## src/rtl/oca_pkg.sv

```systemverilog
// Package for the overflow-checked ALU: widths, operation codes and the
// payload that travels down the pipeline. No dependencies.
package oca_pkg;

    localparam int DATA_WIDTH  = 64;
    localparam int SHIFT_W     = $clog2(DATA_WIDTH);
    localparam int HALF_W      = DATA_WIDTH / 2;
    localparam int DEPTH       = DATA_WIDTH + 2;
    localparam int MUL_MERGE   = 3;
    localparam int OP_W        = 4;
    localparam int IN_TDATA_W  = ((OP_W + 2 * DATA_WIDTH + 7) / 8) * 8;
    localparam int OUT_TDATA_W = ((DATA_WIDTH + 1 + 7) / 8) * 8;

    typedef logic [DATA_WIDTH-1:0] word_t;

    localparam word_t WMASK     = '1;
    localparam word_t WSIGN     = {1'b1, {(DATA_WIDTH-1){1'b0}}};
    localparam word_t SMAX      = ~WSIGN;
    localparam word_t WIDTH_VAL = word_t'(DATA_WIDTH);

    typedef enum logic [OP_W-1:0] {
        OP_ADD  = 4'd0,
        OP_SUB  = 4'd1,
        OP_MUL  = 4'd2,
        OP_DIV  = 4'd3,
        OP_REM  = 4'd4,
        OP_SHL  = 4'd5,
        OP_SHR  = 4'd6,
        OP_SADD = 4'd7,
        OP_SSUB = 4'd8,
        OP_SMUL = 4'd9,
        OP_SDIV = 4'd10,
        OP_SREM = 4'd11,
        OP_NEG  = 4'd12,
        OP_SSHL = 4'd13,
        OP_SSHR = 4'd14
    } op_t;

    typedef struct packed {
        op_t   op;
        logic  neg_q;
        logic  neg_r;
        logic  err;
        word_t res;
    } pl_t;

    function automatic word_t apply_sign(word_t mag, logic negative);
        return negative ? word_t'(word_t'(0) - mag) : mag;
    endfunction

endpackage

```

## src/rtl/oca_div_step.sv

```systemverilog
// One restoring division stage of the ALU: produces one quotient bit and
// carries the payload of the word along. Uses oca_pkg.
module oca_div_step (
    input  logic           aclk,
    input  logic           en,
    input  oca_pkg::word_t rem_i,
    input  oca_pkg::word_t quo_i,
    input  oca_pkg::word_t den_i,
    input  oca_pkg::pl_t   pl_i,
    output oca_pkg::word_t rem_o,
    output oca_pkg::word_t quo_o,
    output oca_pkg::word_t den_o,
    output oca_pkg::pl_t   pl_o
);
    import oca_pkg::*;

    word_t               rem_reg, rem_next, quo_reg, quo_next, den_reg;
    pl_t                 pl_reg;
    logic [DATA_WIDTH:0] wide, trial;
    logic                fits;

    always_comb begin
        wide     = {rem_i, quo_i[DATA_WIDTH-1]};
        trial    = wide - {1'b0, den_i};
        fits     = (wide >= {1'b0, den_i});
        rem_next = fits ? trial[DATA_WIDTH-1:0] : wide[DATA_WIDTH-1:0];
        quo_next = {quo_i[DATA_WIDTH-2:0], fits};
    end

    always_ff @(posedge aclk) begin
        if (en) begin
            rem_reg <= rem_next;
            quo_reg <= quo_next;
            den_reg <= den_i;
            pl_reg  <= pl_i;
        end
    end

    assign rem_o = rem_reg;
    assign quo_o = quo_reg;
    assign den_o = den_reg;
    assign pl_o  = pl_reg;

endmodule

```

## config.mk

```make
export PLATFORM = sky130hd
export DESIGN_NAME = oca_div_step
export DESIGN_NICKNAME = d
export VERILOG_FILES = /design/src/rtl/oca_pkg.sv /design/src/rtl/oca_div_step.sv
export SDC_FILE = /design/constraint.sdc
export NUM_CORES = 1
export LEC_CHECK = 0
export BUFFER_PORTS_ARGS = -buffer_cell sky130_fd_sc_hd__buf_2
export CORE_AREA = 2 2 208 210
export DETAILED_ROUTE_END_ITERATION = 8
export DIE_AREA = 0 0 210 212
export SLEW_MARGIN = 20
export SYNTH_ARGS = -nofsm -noshare
export SYNTH_HDL_FRONTEND = slang
export SYNTH_SLANG_ARGS = --single-unit
```

## constraint.sdc

```tcl
create_clock -name aclk -period 4.5 [get_ports aclk]
set_clock_uncertainty 0.05 [all_clocks]
set_input_delay 1.125 -clock aclk [delete_from_list [all_inputs] [get_ports aclk]]
set_output_delay 1.125 -clock aclk [all_outputs]
set_load 0.005 [all_outputs]
```

==> results.py <==
metrics = {
    "clocking": {
        "holdBufCountCts": 0,
        "clkTransAtPathRegs_ps": 70,
        "cts_tree": "built",
        "cts_root_buf": "clkbuf_16",
        "htreeDepth": 1,
        "clk_path_buf_depth": 3,
        "postCtsSetupRepairBufs": 0,
        "clock-sinks": 263,
        "numCtsBuffers": 30,
        "cts_repair_resize_count": 0,
    },
    "power_and_ir_drop": {
        "p_int_w": 0.00500,
        "power_density_nw_per_um2": 395,
        "p_seq_frac": 0.447,
        "p_switching_w": 0.00186,
        "swShare": 0.271,
        "leakagePower_nw": 7.67,
        "ir_worst_vdd_mv": 0.263,
        "clkPwrFrac": 0.354,
        "pwr-share-comb": 0.200,
        "total_power_w": 0.00686,
    },
    "synth": {
        "synth-seq-cells": 263,
        "synth_ff_type": "edfxtp_1",
        "ys_warn_count": 0,
        "synth_edf_count": 263,
        "synthesis.nets": 1362,
        "synth.area.top_cells": "edfxtp_1 62%, ha_1 6.3%, a21oi_1 4.8%, xnor2_1 2.5%, nor2_1 2.4%",
        "synth.avg_cell_area_um2": 12.4,
        "ys_top_cells_by_count": "263 x edfxtp_1, 122 x a21oi_1, 83 x nor2_1, 81 x inv_1, 64 x ha_1",
        "syn_area_um2": 12800,
        "ys_types": 64,
        "netlist.area_leader.share": 0.619,
        "async_reset_ff_frac": 0,
        "ys_seq_area_frac": 0.619,
        "synth_top_area_cell": "edfxtp_1",
        "synth.most_common_cell": "edfxtp_1",
        "synth_cells": 1032,
    },
    "detailed_routing": {
        "antenna_left": 0,
        "dr.pass1.iters": 5,
        "avgRoutedWirePerCell_um": 19.9,
        "via_count": 10300,
        "routed_wl_um": 43400,
        "post-route-drc-count": 0,
        "viasPerCell": 4.72,
        "drt-initial-drc-count": 687,
    },
    "global_routing": {
        "grt_max_degree": 92,
        "track_usage": 0.185,
        "overflow": 0,
        "grt_pass1_vias": 10400,
        "antenna_found_initial": 12,
        "grt_pass1_wl_um": 62600,
    },
    "critical_path": {
        "path_class": "in -> reg",
        "worst_setup_path_end_kind": "flip-flop",
        "startpoint_type": "input port",
        "worst-path-max-fanout": 52,
        "arrival_ps": 4350,
        "cp.required_ps": 4770,
        "startpoint": "den_i[1]",
    },
    "sta": {
        "setup_violations": 0,
        "rsz0062_at_grt": "false",
        "slew_viol_final": 0,
        "whs_ps": 672,
        "finalCritPeriodShare": 0.907,
        "max_freq_mhz": 245,
        "worst_slew_pin_slew_ps": 790,
        "min_period_ps": 4080,
        "hold_viol": 0,
        "max-slew-margin-rel": 0.474,
        "setup_tns_ps": 0,
    },
    "final_layout": {
        "final_nets": 1935,
        "syn2layout_area_growth_pct": 35.9,
        "fin_area_um2": 17400,
        "drive_above_1_share": 0.413,
    },
    "placed_design": {
        "port_buffers": 527,
        "gp_congestion": 0.819,
        "dp_hpwl_um": 35100,
        "placed_area_um2": 16400,
    },
    "floorplan": {
        "pin_count": 528,
        "start_util": 0.300,
        "core_area_um2": 42500,
        "die_x_um": 210,
        "die_h_um": 212,
        "row_count": 76,
        "die_area_um2": 44500,
    },
    "hold_path": {
        "holdCritPathClass": "in -> reg",
        "min_path_cells": 1,
        "hp-start": "quo_i[58]",
        "hold_end": "quo_o[59]$_DFFE_PP_",
    },
    "status": {
        "outcome": "finished clean",
    },
    "run": {
        "cap_violations": 0,
    },
}
[cell families after synthesis]
kind of cell / share of synthesized area
AND/OR/NAND/NOR: 0.0840
multiplexers: 0.0179
XOR/XNOR: 0.0419
adder cells (fa/ha/maj): 0.0643
buffers and inverters: 0.0405
AO/OA/AOI/OAI: 0.133
flip-flops: 0.619
[layer usage]
layer  wire length (µm)  track usage
met4                825       0.0435
met3               2770       0.0412
met1              16800        0.211
met2              23000        0.351
met5                 37            0
[power by group through the flow]
| stage | combinational [W] | clock, W | sequential (W) |
|---|---|---|---|
| after floorplan | 0.000633 | 0 | 0.00315 |
| after global placement | 0.00137 | 0 | 0.00311 |
| after detailed placement | 0.00138 | 0 | 0.00311 |
| after CTS | 0.00139 | 0.00250 | 0.00307 |
| after global routing | 0.00151 | 0.00260 | 0.00309 |
| final | 0.00137 | 0.00243 | 0.00306 |
[worst max-delay path, cell delays in order]
cell,delay (ps)
buf_2,160
inv_1,60
ha_1,280
nor2b_1,190
o2111a_1,240
o21ai_1,180
o311ai_2,380
o2111ai_1,230
a21oi_1,370
o21ai_1,220
a21oi_4,240
buf_12,280
mux2_2,370
[layout by cell type (no fill, tap or decap), drive strengths merged, types with 4 or more instances in the layout]
cell and instances:
buf 585, edfxtp 263, a21oi 127, nor2 84, inv 82, ha 64
nand2 56, o21ai 41, xnor2 36, a21o 34, clkbuf 31, nand4 27
xor2 25, mux2 20, clkinv 17, nand3 15, o21bai 12, nor3 9
nor4 8, nor2b 7, or3 6, nand2b 6, o221ai 5, and3 5
a211oi 5, a31oi 5, o211ai 4, o31ai 4, clkinvlp 4, o311ai 4
[metrics by stage]
step / util / worst slack (ps) / std cells
floorplan: - / 478 / 1032
global route: 0.408 / 55.6 / 2175
global placement: 0.385 / -348 / 2119
detailed placement: 0.385 / -357 / 2119
finish: 0.408 / 419 / 2177
CTS: 0.408 / 235 / 2175
[state kept, by name, indices dropped and copies added (netlist names)]
signal  count
pl_o       71
den_o      64
quo_o      64
rem_o      64
[worst max-delay path by stage]
| stage | to | slack [ps] | depth (start not counted) |
|---|---|---|---|
| after global placement | rem_o[16]$_DFFE_PP_ | -350 | 13 |
| after CTS | rem_o[13]$_DFFE_PP_ | 230 | 13 |
| after detailed placement | rem_o[8]$_DFFE_PP_ | -360 | 13 |
| final | rem_o[13]$_DFFE_PP_ | 420 | 13 |
| after global routing | rem_o[13]$_DFFE_PP_ | 60 | 13 |
| after floorplan | rem_o[52]$_DFFE_PP_ | 480 | 13 |
[layout make-up]
type,instances,area [µm²]
clock inverter,25,221
multi-input combinational,644,4350
fill,4149,25200
timing repair buffer,585,3130
antenna,2,5.00
clock buffer,31,754
tap,546,683
inverter,81,304
sequential,263,7900
No activity file was read; power rests on OpenSTA's default activity.
